==> config.mk <==
export PLATFORM = sky130hd
export DESIGN_NAME = keyed_class_hysteresis_filter
export DESIGN_NICKNAME = d
export VERILOG_FILES = /design/src/rtl/core/khf_pkg.sv /design/src/rtl/core/khf_ram.sv /design/src/rtl/core/khf_regs.sv /design/src/rtl/core/khf_update.sv /design/src/rtl/core/keyed_class_hysteresis_filter.sv
export SDC_FILE = /design/constraint.sdc
export NUM_CORES = 2
export LEC_CHECK = 0
export BUFFER_PORTS_ARGS = -buffer_cell sky130_fd_sc_hd__clkbuf_2
export CAP_MARGIN = 25
export CORE_MARGIN = 2
export CORE_UTILIZATION = 63
export CTS_CLUSTER_DIAMETER = 200
export CTS_CLUSTER_SIZE = 10
export DETAILED_ROUTE_END_ITERATION = 10
export PLACE_DENSITY_LB_ADDON = 0.3
export SYNTH_ARGS = -nofsm -noshare
export SYNTH_HDL_FRONTEND = slang
export SYNTH_HIERARCHICAL = 1
export SYNTH_SLANG_ARGS = --single-unit
==> constraint.sdc <==
create_clock -name clk_i -period 7.19 [get_ports clk_i]
set_input_delay 1.0785 -clock clk_i [delete_from_list [all_inputs] [get_ports clk_i]]
set_output_delay 1.0785 -clock clk_i [all_outputs]
set_load 0.02 [all_outputs]
==> src/rtl/core/khf_pkg.sv <==
// shared types, constants and helpers of the keyed class hysteresis filter
`default_nettype none

package khf_pkg;

  localparam int KEY_W       = 6;
  localparam int CLASS_W     = 4;
  localparam int GROUP_W     = 2;
  localparam int REP_W       = 8;
  localparam int CONF_W      = 16;
  localparam int MIN_DWELL_W = 16;
  localparam int DWELL_OUT_W = 16;
  localparam int PADDR_W     = 4;
  localparam int PDATA_W     = 32;

  localparam int NUM_KEYS_DEF    = 64;
  localparam int DWELL_WIDTH_DEF = 16;

  localparam logic [CLASS_W-1:0]     CLASS_UNDEF  = 4'd0;
  localparam logic [CLASS_W-1:0]     MAX_CLASS    = 4'd12;
  localparam logic [REP_W-1:0]       REP_MAX      = 8'd255;
  localparam logic [MIN_DWELL_W-1:0] CP_MIN_DWELL = 16'd5;

  localparam logic [GROUP_W-1:0] GRP_TRENDING = 2'd0;
  localparam logic [GROUP_W-1:0] GRP_RANGING  = 2'd1;
  localparam logic [GROUP_W-1:0] GRP_VOLATILE = 2'd2;
  localparam logic [GROUP_W-1:0] GRP_UNCLEAR  = 2'd3;

  localparam logic [1:0] REG_CONFIRM_REPEATS = 2'd0;
  localparam logic [1:0] REG_MIN_DWELL       = 2'd1;
  localparam logic [1:0] REG_MIN_SWITCH_CONF = 2'd2;

  localparam logic [REP_W-1:0]       RST_CONFIRM_REPEATS = 8'd3;
  localparam logic [MIN_DWELL_W-1:0] RST_MIN_DWELL       = 16'd5;
  localparam logic [CONF_W-1:0]      RST_MIN_SWITCH_CONF = 16'd19661;

  typedef struct packed {
    logic [REP_W-1:0]       confirm_repeats;
    logic [MIN_DWELL_W-1:0] min_dwell;
    logic [CONF_W-1:0]      min_switch_confidence;
  } cfg_t;

  typedef struct packed {
    logic [CLASS_W-1:0]     filtered_class;
    logic [GROUP_W-1:0]     class_group;
    logic                   overrode;
    logic [REP_W-1:0]       repeats_remaining;
    logic [DWELL_OUT_W-1:0] dwell_count;
    logic                   transition;
    logic [CLASS_W-1:0]     previous_class;
  } result_t;

  function automatic logic [GROUP_W-1:0] group_of(input logic [CLASS_W-1:0] cls);
    logic [GROUP_W-1:0] grp;
    unique case (cls)
      4'd1, 4'd2, 4'd3, 4'd4:           grp = GRP_TRENDING;
      4'd5, 4'd7, 4'd12:                grp = GRP_RANGING;
      4'd6, 4'd8, 4'd9, 4'd10, 4'd11:   grp = GRP_VOLATILE;
      default:                          grp = GRP_UNCLEAR;
    endcase
    return grp;
  endfunction

endpackage

`default_nettype wire

==> src/rtl/core/khf_ram.sv <==
// generic single-port-write, single-port-read ram with registered read data
`default_nettype none

module khf_ram #(
  parameter int WIDTH = 32,
  parameter int DEPTH = 64
) (
  input  wire logic                                   clk_i,
  input  wire logic                                   we_i,
  input  wire logic [(DEPTH > 1 ? $clog2(DEPTH) : 1)-1:0] waddr_i,
  input  wire logic [WIDTH-1:0]                       wdata_i,
  input  wire logic                                   re_i,
  input  wire logic [(DEPTH > 1 ? $clog2(DEPTH) : 1)-1:0] raddr_i,
  output logic      [WIDTH-1:0]                       rdata_o
);

  logic [WIDTH-1:0] mem_q [DEPTH];
  logic [WIDTH-1:0] rdata_q;

  always_ff @(posedge clk_i) begin
    if (we_i) begin
      mem_q[waddr_i] <= wdata_i;
    end
    if (re_i) begin
      rdata_q <= mem_q[raddr_i];
    end
  end

  assign rdata_o = rdata_q;

endmodule

`default_nettype wire

==> src/rtl/core/khf_regs.sv <==
// apb configuration registers of the keyed class hysteresis filter
`default_nettype none

module khf_regs (
  input  wire logic                         clk_i,
  input  wire logic                         rst_ni,
  input  wire logic                         psel,
  input  wire logic                         penable,
  input  wire logic                         pwrite,
  input  wire logic [khf_pkg::PADDR_W-1:0]  paddr,
  input  wire logic [khf_pkg::PDATA_W-1:0]  pwdata,
  output logic      [khf_pkg::PDATA_W-1:0]  prdata,
  output logic                              pready,
  output khf_pkg::cfg_t                     cfg_o
);

  khf_pkg::cfg_t cfg_q;
  khf_pkg::cfg_t cfg_d;
  logic          wr_en;
  logic [1:0]    reg_idx;

  assign wr_en   = psel && penable && pwrite;
  assign reg_idx = paddr[khf_pkg::PADDR_W-1:2];
  assign pready  = 1'b1;

  always_comb begin
    cfg_d = cfg_q;
    if (wr_en) begin
      unique case (reg_idx)
        khf_pkg::REG_CONFIRM_REPEATS: cfg_d.confirm_repeats = pwdata[khf_pkg::REP_W-1:0];
        khf_pkg::REG_MIN_DWELL:       cfg_d.min_dwell = pwdata[khf_pkg::MIN_DWELL_W-1:0];
        khf_pkg::REG_MIN_SWITCH_CONF: begin
          cfg_d.min_switch_confidence = pwdata[khf_pkg::CONF_W-1:0];
        end
        default: cfg_d = cfg_q;
      endcase
    end
  end

  always_comb begin
    unique case (reg_idx)
      khf_pkg::REG_CONFIRM_REPEATS: prdata = khf_pkg::PDATA_W'(cfg_q.confirm_repeats);
      khf_pkg::REG_MIN_DWELL:       prdata = khf_pkg::PDATA_W'(cfg_q.min_dwell);
      khf_pkg::REG_MIN_SWITCH_CONF: prdata = khf_pkg::PDATA_W'(cfg_q.min_switch_confidence);
      default:                      prdata = '0;
    endcase
  end

  always_ff @(posedge clk_i or negedge rst_ni) begin
    if (!rst_ni) begin
      cfg_q.confirm_repeats       <= khf_pkg::RST_CONFIRM_REPEATS;
      cfg_q.min_dwell             <= khf_pkg::RST_MIN_DWELL;
      cfg_q.min_switch_confidence <= khf_pkg::RST_MIN_SWITCH_CONF;
    end else begin
      cfg_q <= cfg_d;
    end
  end

  assign cfg_o = cfg_q;

endmodule

`default_nettype wire

==> src/rtl/core/khf_update.sv <==
// per-key state update and result formation of the hysteresis filter
`default_nettype none

module khf_update #(
  parameter int DWELL_WIDTH = khf_pkg::DWELL_WIDTH_DEF
) (
  input  wire khf_pkg::cfg_t                  cfg_i,
  input  wire logic [khf_pkg::CLASS_W-1:0]    conf_i,
  input  wire logic [khf_pkg::CLASS_W-1:0]    cand_i,
  input  wire logic [khf_pkg::REP_W-1:0]      reps_i,
  input  wire logic [DWELL_WIDTH-1:0]         dwell_i,
  input  wire logic [khf_pkg::CLASS_W-1:0]    raw_class_i,
  input  wire logic [khf_pkg::CONF_W-1:0]     confidence_i,
  input  wire logic                           change_point_i,
  output logic      [khf_pkg::CLASS_W-1:0]    conf_o,
  output logic      [khf_pkg::CLASS_W-1:0]    cand_o,
  output logic      [khf_pkg::REP_W-1:0]      reps_o,
  output logic      [DWELL_WIDTH-1:0]         dwell_o,
  output khf_pkg::result_t                    res_o
);

  logic [khf_pkg::CLASS_W-1:0]     raw;
  logic [khf_pkg::REP_W-1:0]       need_reps;
  logic [khf_pkg::MIN_DWELL_W-1:0] need_dwell;
  logic                            dwell_ok;
  logic [khf_pkg::REP_W-1:0]       reps_inc;
  logic [31:0]                     dwell_ext;

  always_comb begin
    raw = (raw_class_i > khf_pkg::MAX_CLASS) ? khf_pkg::CLASS_UNDEF : raw_class_i;

    if (change_point_i) begin
      need_reps = (cfg_i.confirm_repeats > 8'd1) ? cfg_i.confirm_repeats - 8'd1 : 8'd1;
      need_dwell = (cfg_i.min_dwell > khf_pkg::CP_MIN_DWELL) ? cfg_i.min_dwell
                                                            : khf_pkg::CP_MIN_DWELL;
    end else begin
      need_reps  = cfg_i.confirm_repeats;
      need_dwell = cfg_i.min_dwell;
    end

    dwell_ok = 32'(dwell_i) >= 32'(need_dwell);
    reps_inc = (reps_i == khf_pkg::REP_MAX) ? reps_i : reps_i + 8'd1;

    conf_o  = conf_i;
    cand_o  = cand_i;
    reps_o  = reps_i;
    dwell_o = dwell_i;

    priority if (conf_i == khf_pkg::CLASS_UNDEF) begin
      conf_o  = raw;
      cand_o  = khf_pkg::CLASS_UNDEF;
      reps_o  = '0;
      dwell_o = DWELL_WIDTH'(1);
    end else if (raw == conf_i) begin
      cand_o = khf_pkg::CLASS_UNDEF;
      reps_o = '0;
      if (dwell_i != '1) begin
        dwell_o = dwell_i + DWELL_WIDTH'(1);
      end
    end else if (raw != cand_i) begin
      cand_o = raw;
      reps_o = 8'd1;
    end else begin
      reps_o = reps_inc;
      if (reps_inc >= need_reps && confidence_i >= cfg_i.min_switch_confidence
          && dwell_ok) begin
        conf_o  = cand_i;
        cand_o  = khf_pkg::CLASS_UNDEF;
        reps_o  = '0;
        dwell_o = DWELL_WIDTH'(1);
      end
    end

    dwell_ext = 32'(dwell_o);

    res_o.filtered_class    = conf_o;
    res_o.class_group       = khf_pkg::group_of(conf_o);
    res_o.overrode          = conf_o != raw;
    res_o.repeats_remaining = (need_reps > reps_o) ? need_reps - reps_o : '0;
    res_o.dwell_count       = dwell_ext[khf_pkg::DWELL_OUT_W-1:0];
    res_o.transition        = (conf_i != conf_o) && (conf_i != khf_pkg::CLASS_UNDEF);
    res_o.previous_class    = conf_i;
  end

endmodule

`default_nettype wire

==> src/rtl/core/keyed_class_hysteresis_filter.sv <==
// top level of the keyed class hysteresis filter: per-key state in one ram
//
//   channel | direction | handshake                 | beat contents
//   cfg     | in/out    | psel/penable/pwrite/pready | paddr, pwdata, prdata
//   in      | in        | in_valid_i / in_stall_o   | key, raw class, confidence, cp
//   out     | out       | out_valid_o / out_stall_i | filtered class and status
//
// one beat per cycle sustained unless the output stalls or the ram is being cleared; each input beat
// passes a ram read at the input edge, then update and write-back into the output register
// back-to-back beats on the same key are served from a one-entry write bypass
// after reset the ram is cleared one entry after another, in_stall_o stays high meanwhile
// a stalled output holds the update stage, which in turn stalls the input
`default_nettype none

module keyed_class_hysteresis_filter #(
  parameter int NUM_KEYS    = khf_pkg::NUM_KEYS_DEF,
  parameter int DWELL_WIDTH = khf_pkg::DWELL_WIDTH_DEF
) (
  input  wire logic                             clk_i,
  input  wire logic                             rst_ni,
  input  wire logic                             psel,
  input  wire logic                             penable,
  input  wire logic                             pwrite,
  input  wire logic [khf_pkg::PADDR_W-1:0]      paddr,
  input  wire logic [khf_pkg::PDATA_W-1:0]      pwdata,
  output logic      [khf_pkg::PDATA_W-1:0]      prdata,
  output logic                                  pready,
  input  wire logic                             in_valid_i,
  output logic                                  in_stall_o,
  input  wire logic [khf_pkg::KEY_W-1:0]        key_index_i,
  input  wire logic [khf_pkg::CLASS_W-1:0]      raw_class_i,
  input  wire logic [khf_pkg::CONF_W-1:0]       confidence_i,
  input  wire logic                             change_point_i,
  output logic                                  out_valid_o,
  input  wire logic                             out_stall_i,
  output logic      [khf_pkg::CLASS_W-1:0]      filtered_class_o,
  output logic      [khf_pkg::GROUP_W-1:0]      class_group_o,
  output logic                                  overrode_o,
  output logic      [khf_pkg::REP_W-1:0]        repeats_remaining_o,
  output logic      [khf_pkg::DWELL_OUT_W-1:0]  dwell_count_o,
  output logic                                  transition_o,
  output logic      [khf_pkg::CLASS_W-1:0]      previous_class_o
);

  localparam int AW      = (NUM_KEYS > 1) ? $clog2(NUM_KEYS) : 1;
  localparam int ENTRY_W = 2 * khf_pkg::CLASS_W + khf_pkg::REP_W + DWELL_WIDTH;
  localparam logic [AW-1:0] LAST_ADDR = AW'(NUM_KEYS - 1);

  khf_pkg::cfg_t cfg;

  khf_regs u_regs (
    .clk_i   (clk_i),
    .rst_ni  (rst_ni),
    .psel    (psel),
    .penable (penable),
    .pwrite  (pwrite),
    .paddr   (paddr),
    .pwdata  (pwdata),
    .prdata  (prdata),
    .pready  (pready),
    .cfg_o   (cfg)
  );

  // clearing sweep
  logic          clr_q;
  logic [AW-1:0] clr_addr_q;

  always_ff @(posedge clk_i or negedge rst_ni) begin
    if (!rst_ni) begin
      clr_q      <= 1'b1;
      clr_addr_q <= '0;
    end else if (clr_q) begin
      if (clr_addr_q == LAST_ADDR) begin
        clr_q <= 1'b0;
      end else begin
        clr_addr_q <= clr_addr_q + AW'(1);
      end
    end
  end

  // handshake
  logic          in_acc;
  logic          s1_valid_q;
  logic          s1_adv;
  logic          out_valid_q;
  logic          wr_item;
  logic [31:0]   key_ext;

  assign s1_adv     = !out_valid_q || !out_stall_i;
  assign in_stall_o = clr_q || (s1_valid_q && !s1_adv);
  assign in_acc     = in_valid_i && !in_stall_o;
  assign key_ext    = 32'(key_index_i);

  // update stage payload
  logic [AW-1:0]                  s1_addr_q;
  logic                           s1_inr_q;
  logic [khf_pkg::CLASS_W-1:0]    s1_raw_q;
  logic [khf_pkg::CONF_W-1:0]     s1_conf_q;
  logic                           s1_cp_q;

  always_ff @(posedge clk_i) begin
    if (in_acc) begin
      s1_addr_q <= key_ext[AW-1:0];
      s1_inr_q  <= key_ext < 32'(NUM_KEYS);
      s1_raw_q  <= raw_class_i;
      s1_conf_q <= confidence_i;
      s1_cp_q   <= change_point_i;
    end
  end

  // state ram
  logic               ram_we;
  logic [AW-1:0]      ram_waddr;
  logic [ENTRY_W-1:0] ram_wdata;
  logic [ENTRY_W-1:0] ram_rdata;
  logic [ENTRY_W-1:0] new_entry;

  assign wr_item   = s1_valid_q && s1_adv && s1_inr_q;
  assign ram_we    = clr_q || wr_item;
  assign ram_waddr = clr_q ? clr_addr_q : s1_addr_q;
  assign ram_wdata = clr_q ? '0 : new_entry;

  khf_ram #(
    .WIDTH (ENTRY_W),
    .DEPTH (NUM_KEYS)
  ) u_ram (
    .clk_i   (clk_i),
    .we_i    (ram_we),
    .waddr_i (ram_waddr),
    .wdata_i (ram_wdata),
    .re_i    (in_acc),
    .raddr_i (key_ext[AW-1:0]),
    .rdata_o (ram_rdata)
  );

  // write bypass for a read that met a write to the same entry
  logic               byp_valid_q;
  logic [AW-1:0]      byp_addr_q;
  logic [ENTRY_W-1:0] byp_data_q;
  logic               byp_hit;

  always_ff @(posedge clk_i or negedge rst_ni) begin
    if (!rst_ni) begin
      byp_valid_q <= 1'b0;
    end else if (wr_item) begin
      byp_valid_q <= 1'b1;
    end
  end

  always_ff @(posedge clk_i) begin
    if (wr_item) begin
      byp_addr_q <= s1_addr_q;
      byp_data_q <= new_entry;
    end
  end

  assign byp_hit = byp_valid_q && (byp_addr_q == s1_addr_q);

  logic [ENTRY_W-1:0]              cur_entry;
  logic [khf_pkg::CLASS_W-1:0]     cur_conf;
  logic [khf_pkg::CLASS_W-1:0]     cur_cand;
  logic [khf_pkg::REP_W-1:0]       cur_reps;
  logic [DWELL_WIDTH-1:0]          cur_dwell;
  logic [khf_pkg::CLASS_W-1:0]     nxt_conf;
  logic [khf_pkg::CLASS_W-1:0]     nxt_cand;
  logic [khf_pkg::REP_W-1:0]       nxt_reps;
  logic [DWELL_WIDTH-1:0]          nxt_dwell;
  khf_pkg::result_t                res;

  assign cur_entry = !s1_inr_q ? '0 : (byp_hit ? byp_data_q : ram_rdata);
  assign {cur_conf, cur_cand, cur_reps, cur_dwell} = cur_entry;
  assign new_entry = {nxt_conf, nxt_cand, nxt_reps, nxt_dwell};

  khf_update #(
    .DWELL_WIDTH (DWELL_WIDTH)
  ) u_update (
    .cfg_i          (cfg),
    .conf_i         (cur_conf),
    .cand_i         (cur_cand),
    .reps_i         (cur_reps),
    .dwell_i        (cur_dwell),
    .raw_class_i    (s1_raw_q),
    .confidence_i   (s1_conf_q),
    .change_point_i (s1_cp_q),
    .conf_o         (nxt_conf),
    .cand_o         (nxt_cand),
    .reps_o         (nxt_reps),
    .dwell_o        (nxt_dwell),
    .res_o          (res)
  );

  // stage valids
  logic s1_valid_d;
  logic out_valid_d;

  always_comb begin
    s1_valid_d  = s1_valid_q;
    out_valid_d = out_valid_q;
    if (s1_adv) begin
      out_valid_d = s1_valid_q;
      s1_valid_d  = in_acc;
    end else if (in_acc) begin
      s1_valid_d = 1'b1;
    end
  end

  always_ff @(posedge clk_i or negedge rst_ni) begin
    if (!rst_ni) begin
      s1_valid_q  <= 1'b0;
      out_valid_q <= 1'b0;
    end else begin
      s1_valid_q  <= s1_valid_d;
      out_valid_q <= out_valid_d;
    end
  end

  // output register
  khf_pkg::result_t out_q;

  always_ff @(posedge clk_i) begin
    if (s1_valid_q && s1_adv) begin
      out_q <= res;
    end
  end

  assign out_valid_o         = out_valid_q;
  assign filtered_class_o    = out_q.filtered_class;
  assign class_group_o       = out_q.class_group;
  assign overrode_o          = out_q.overrode;
  assign repeats_remaining_o = out_q.repeats_remaining;
  assign dwell_count_o       = out_q.dwell_count;
  assign transition_o        = out_q.transition;
  assign previous_class_o    = out_q.previous_class;

endmodule

`default_nettype wire

==> Implementation_results.wiki <==
{| class="wikitable"
! Metric !! Value
|-
| Overall power after layout || 27.9 mW
|-
| DR vias/cell || 7.08
|-
| Number of setup violations in the final report || 0
|-
| HPWL after detailed placement || 126,000 µm
|-
| X dimension of the die || 378 µm
|-
| Seq. cell area || 0.0668 mm²
|-
| # fillers || 7,864
|-
| Maximum clock insertion buffer count || 3
|-
| Clock-pin slew on the worst setup and hold paths || 60 ps
|-
| Run status || complete, no violations
|-
| Growth of design area from synthesis to finish || 11.8%
|-
| GRT Residual Overflow || 0
|-
| CP Data Arrival Time || 7340 ps
|-
| Area of the mapped netlist || 0.0879 mm²
|-
| Library cell with the highest instance count after synthesis || sky130_fd_sc_hd__edfxtp_1
|-
| Initial cell density of the core || 0.632
|-
| Worst relative slew slack || 0.148
|-
| Largest area contributor in the synthesized netlist || sky130_fd_sc_hd__edfxtp_1
|-
| Number of warnings issued by yosys || 6
|-
| Register-to-Register Path Depth || 31
|-
| Clock sink count || 2,231
|-
| Grt met2 use || 0.513
|-
| Portion of the clock cycle consumed by the worst path in the final layout || 0.942
|-
| Synth Area per Inst || 21.4 µm²
|-
| Buffer type at the clock tree root || sky130_fd_sc_hd__clkbuf_16
|-
| PD cells || 284 mW/mm²
|-
| Fmax || 0.148 GHz
|-
| First-pass iteration count of the detailed router || 7
|-
| Post-detailed-route count of antenna-violating nets || 0
|-
| Count of unique library cells instantiated by Yosys || 83
|-
| Global-route met3 utilization || 0.0877
|-
| Clock insertion delay at the later pin of the skew report || 870 ps
|-
| Number of rows in the core area || 137
|-
| Average routed wire per standard cell || 36.1 µm
|-
| Total clock buffers created by CTS || 241
|-
| Number of H-tree levels || 4
|-
| Total number of vias || 44,768
|-
| Post-route DRC || 0
|-
| Die Height || 378 µm
|-
| Share of final-layout standard cells stronger than drive strength 1 || 0.290
|-
| Total number of nets in the final design || 4,515
|-
| Hold Slack || 361 ps
|-
| Worst-path fanout max || 8
|-
| Mapped Cells || 4,113
|-
| Proportion of netlist area held by the largest area contributor || 0.745
|-
| TritonCTS clock tree || done
|-
| Transition time at the pin with the least slew margin || 1270 ps
|-
| Static leakage power || 31.8 nW
|-
| Global-route total usage across every layer || 0.326
|-
| Synth async-reset ratio || 0.0224
|-
| DRC violation total after the first TritonRoute iteration || 6,487
|-
| Pin count of the biggest net entering global routing || 92
|-
| Cell type of the slowest stage on the worst timing path || sky130_fd_sc_hd__edfxtp_1
|-
| Class of the worst hold path || primary input to asynchronous set/reset pin
|-
| Placer's final routability congestion estimate || 0.865
|-
| Final critical-path required period || 6770 ps
|-
| Met1 Use GR || 0.429
|-
| Input/output buffers || 105
|-
| First-pass GRT wire length || 323,000 µm
|-
| Data required time at the worst endpoint || 7750 ps
|-
| Leading cell types by count after synthesis || 2,181 x sky130_fd_sc_hd__edfxtp_1, 544 x sky130_fd_sc_hd__mux4_2, 176 x sky130_fd_sc_hd__nor2_1
|-
| Core outline area || 0.139 mm²
|-
| Worst setup path class || flop to flop
|-
| Count of max-cap constraint violations || 0
|-
| I/O pin cnt || 141
|-
| Sequential element share of the synthesized area || 0.760
|-
| Slowest cell delay on critical path || 430 ps
|-
| Multi-input gate area || 0.0204 mm²
|-
| Total count of max-transition violations in the final report || 0
|-
| Crit. End Element || flop
|-
| Post-synth EDFFs || 2,181
|-
| Most crowded layer after global routing || met2
|-
| Number of global-route vias before repair || 45,390
|-
| Post-synth top flop || sky130_fd_sc_hd__edfxtp_1
|-
| Area of the die || 0.143 mm²
|-
| FF+latch count, synth || 2,231
|-
| Critical path's most frequent cell || sky130_fd_sc_hd__a21o_1
|-
| IR Drop Worst-Case VDD || 0.000343 V
|-
| Initial antenna violation count || 8
|-
| Setup clock skew after layout || 51.1 ps
|-
| Total wirelength of the detailed-routed design || 228,000 µm
|-
| Final hold violation count || 0
|-
| Startpoint kind of the worst setup timing path || flop
|-
| Top post-synthesis cells by area || sky130_fd_sc_hd__edfxtp_1 75%, sky130_fd_sc_hd__mux4_2 14%, sky130_fd_sc_hd__mux2i_1 1.2%
|}
-- critical path, delay by kind of cell (launching register included) --
kind	cells	cell delay (ps)
AND/OR/NAND/NOR	12	1750
buffers and inverters	2	240
multiplexers	1	210
AO/OA/AOI/OAI	10	2260
flip-flops	1	430
adder cells (fa/ha/maj)	4	1090
XOR/XNOR	2	480
-- flip-flops by register name, summed over array words and instances (netlist names), 2 cells and up --
name / flops
u_ram/mem_q: 2048
u_regs/cfg_o: 40
byp_data_q: 32
u_ram/rdata_o: 32
dwell_count_o: 16
s1_conf_q: 16
repeats_remaining_o: 8
byp_addr_q: 6
clr_addr_q: 6
s1_addr_q: 6
filtered_class_o: 4
previous_class_o: 4
s1_raw_q: 4
class_group_o: 2
-- timing repair --
| action | 4_1_cts | 5_1_grt |
|---|---|---|
| endpoints found under the setup margin | 0 | 8 |
| resized for setup | 0 | 5 |
| hold buffers | 0 | 0 |
| buffers inserted | 0 | 1 |
-- routing by layer --
metal  vias to the layer above  wire length, µm
li1                      17537                -
met5                         -               73
met4                        10            12100
met3                       615            29000
met2                      3371           110000
met1                     23235            77300
-- report_power, final --
part / internal [mW] / leakage (nW) / switching (mW)
Sequential: 14.8 / 20.5 / 0.118
Combinational: 0.795 / 8.22 / 1.55
Clock: 5.99 / 3.14 / 4.70
-- cell families (layout without fill, tap and decap cells) --
family	Yosys count	count (layout)	synth area share
flip-flops	2231	2231	0.760
multiplexers	730	730	0.162
AND/OR/NAND/NOR	452	452	0.0259
AO/OA/AOI/OAI	316	316	0.0243
buffers and inverters	305	618	0.0179
adder cells (fa/ha/maj)	54	54	0.00777
XOR/XNOR	23	23	0.00229
other	2	21	0.0000854
-- path summary, 6_finish.rpt --
path                       slack (ps)                    from                               end
hold / removal                    360                  rst_ni         clr_addr_q[1]$_DFFE_PN0P_
max in group asynchronous        6370                  rst_ni      u_regs/cfg_o[36]$_DFFE_PN0P_
min in group clk_i                390          raw_class_i[1]             s1_raw_q[1]$_DFFE_PP_
setup / recovery                  420  s1_addr_q[3]$_DFFE_PP_  repeats_remaining_o[3]$_DFFE_PP_
setup reg to reg                  420  s1_addr_q[3]$_DFFE_PP_  repeats_remaining_o[3]$_DFFE_PP_
hold reg to reg                   490  s1_addr_q[5]$_DFFE_PP_           byp_addr_q[5]$_DFFE_PP_
-- layout by cell type (no fill, tap or decap), drive strengths merged, types with 23 or more instances in the layout --
cell type,synthesis,routed
mux2i,106,106
o22ai,85,85
a21oi,95,95
edfxtp,2181,2181
ha,53,53
nand3,23,23
nand2,72,72
inv,58,65
nor2b,56,56
mux2,80,80
dfrtp,37,37
clkbuf,86,381
buf,161,165
mux4,544,544
nor2,178,178
o221ai,27,27
-- cell type report --
| cell class | count | area share |
|---|---|---|
| inverters | 58 | 0.00222 |
| repair buffers | 267 | 0.0210 |
| clock inverters | 14 | 0.00241 |
| diodes | 4 | 0.000102 |
| multi-input cells | 1592 | 0.207 |
| flip-flops and latches | 2231 | 0.680 |
| clock buffers | 279 | 0.0633 |
| well taps | 1876 | 0.0239 |
-- metrics by stage --
step	cells	util	worst slack, ps	setup TNS, ps	area [µm²]
after global routing	6317	0.707	-3.92	-3.92	98200
final	6321	0.707	416	0	98200
after CTS	6312	0.706	152	0	98100
after detailed placement	6019	0.659	220	0	91700
after global placement	6016	0.659	305	0	91600
after floorplan	4128	-	761	0	87900
Power figures use the tool's default switching activity.
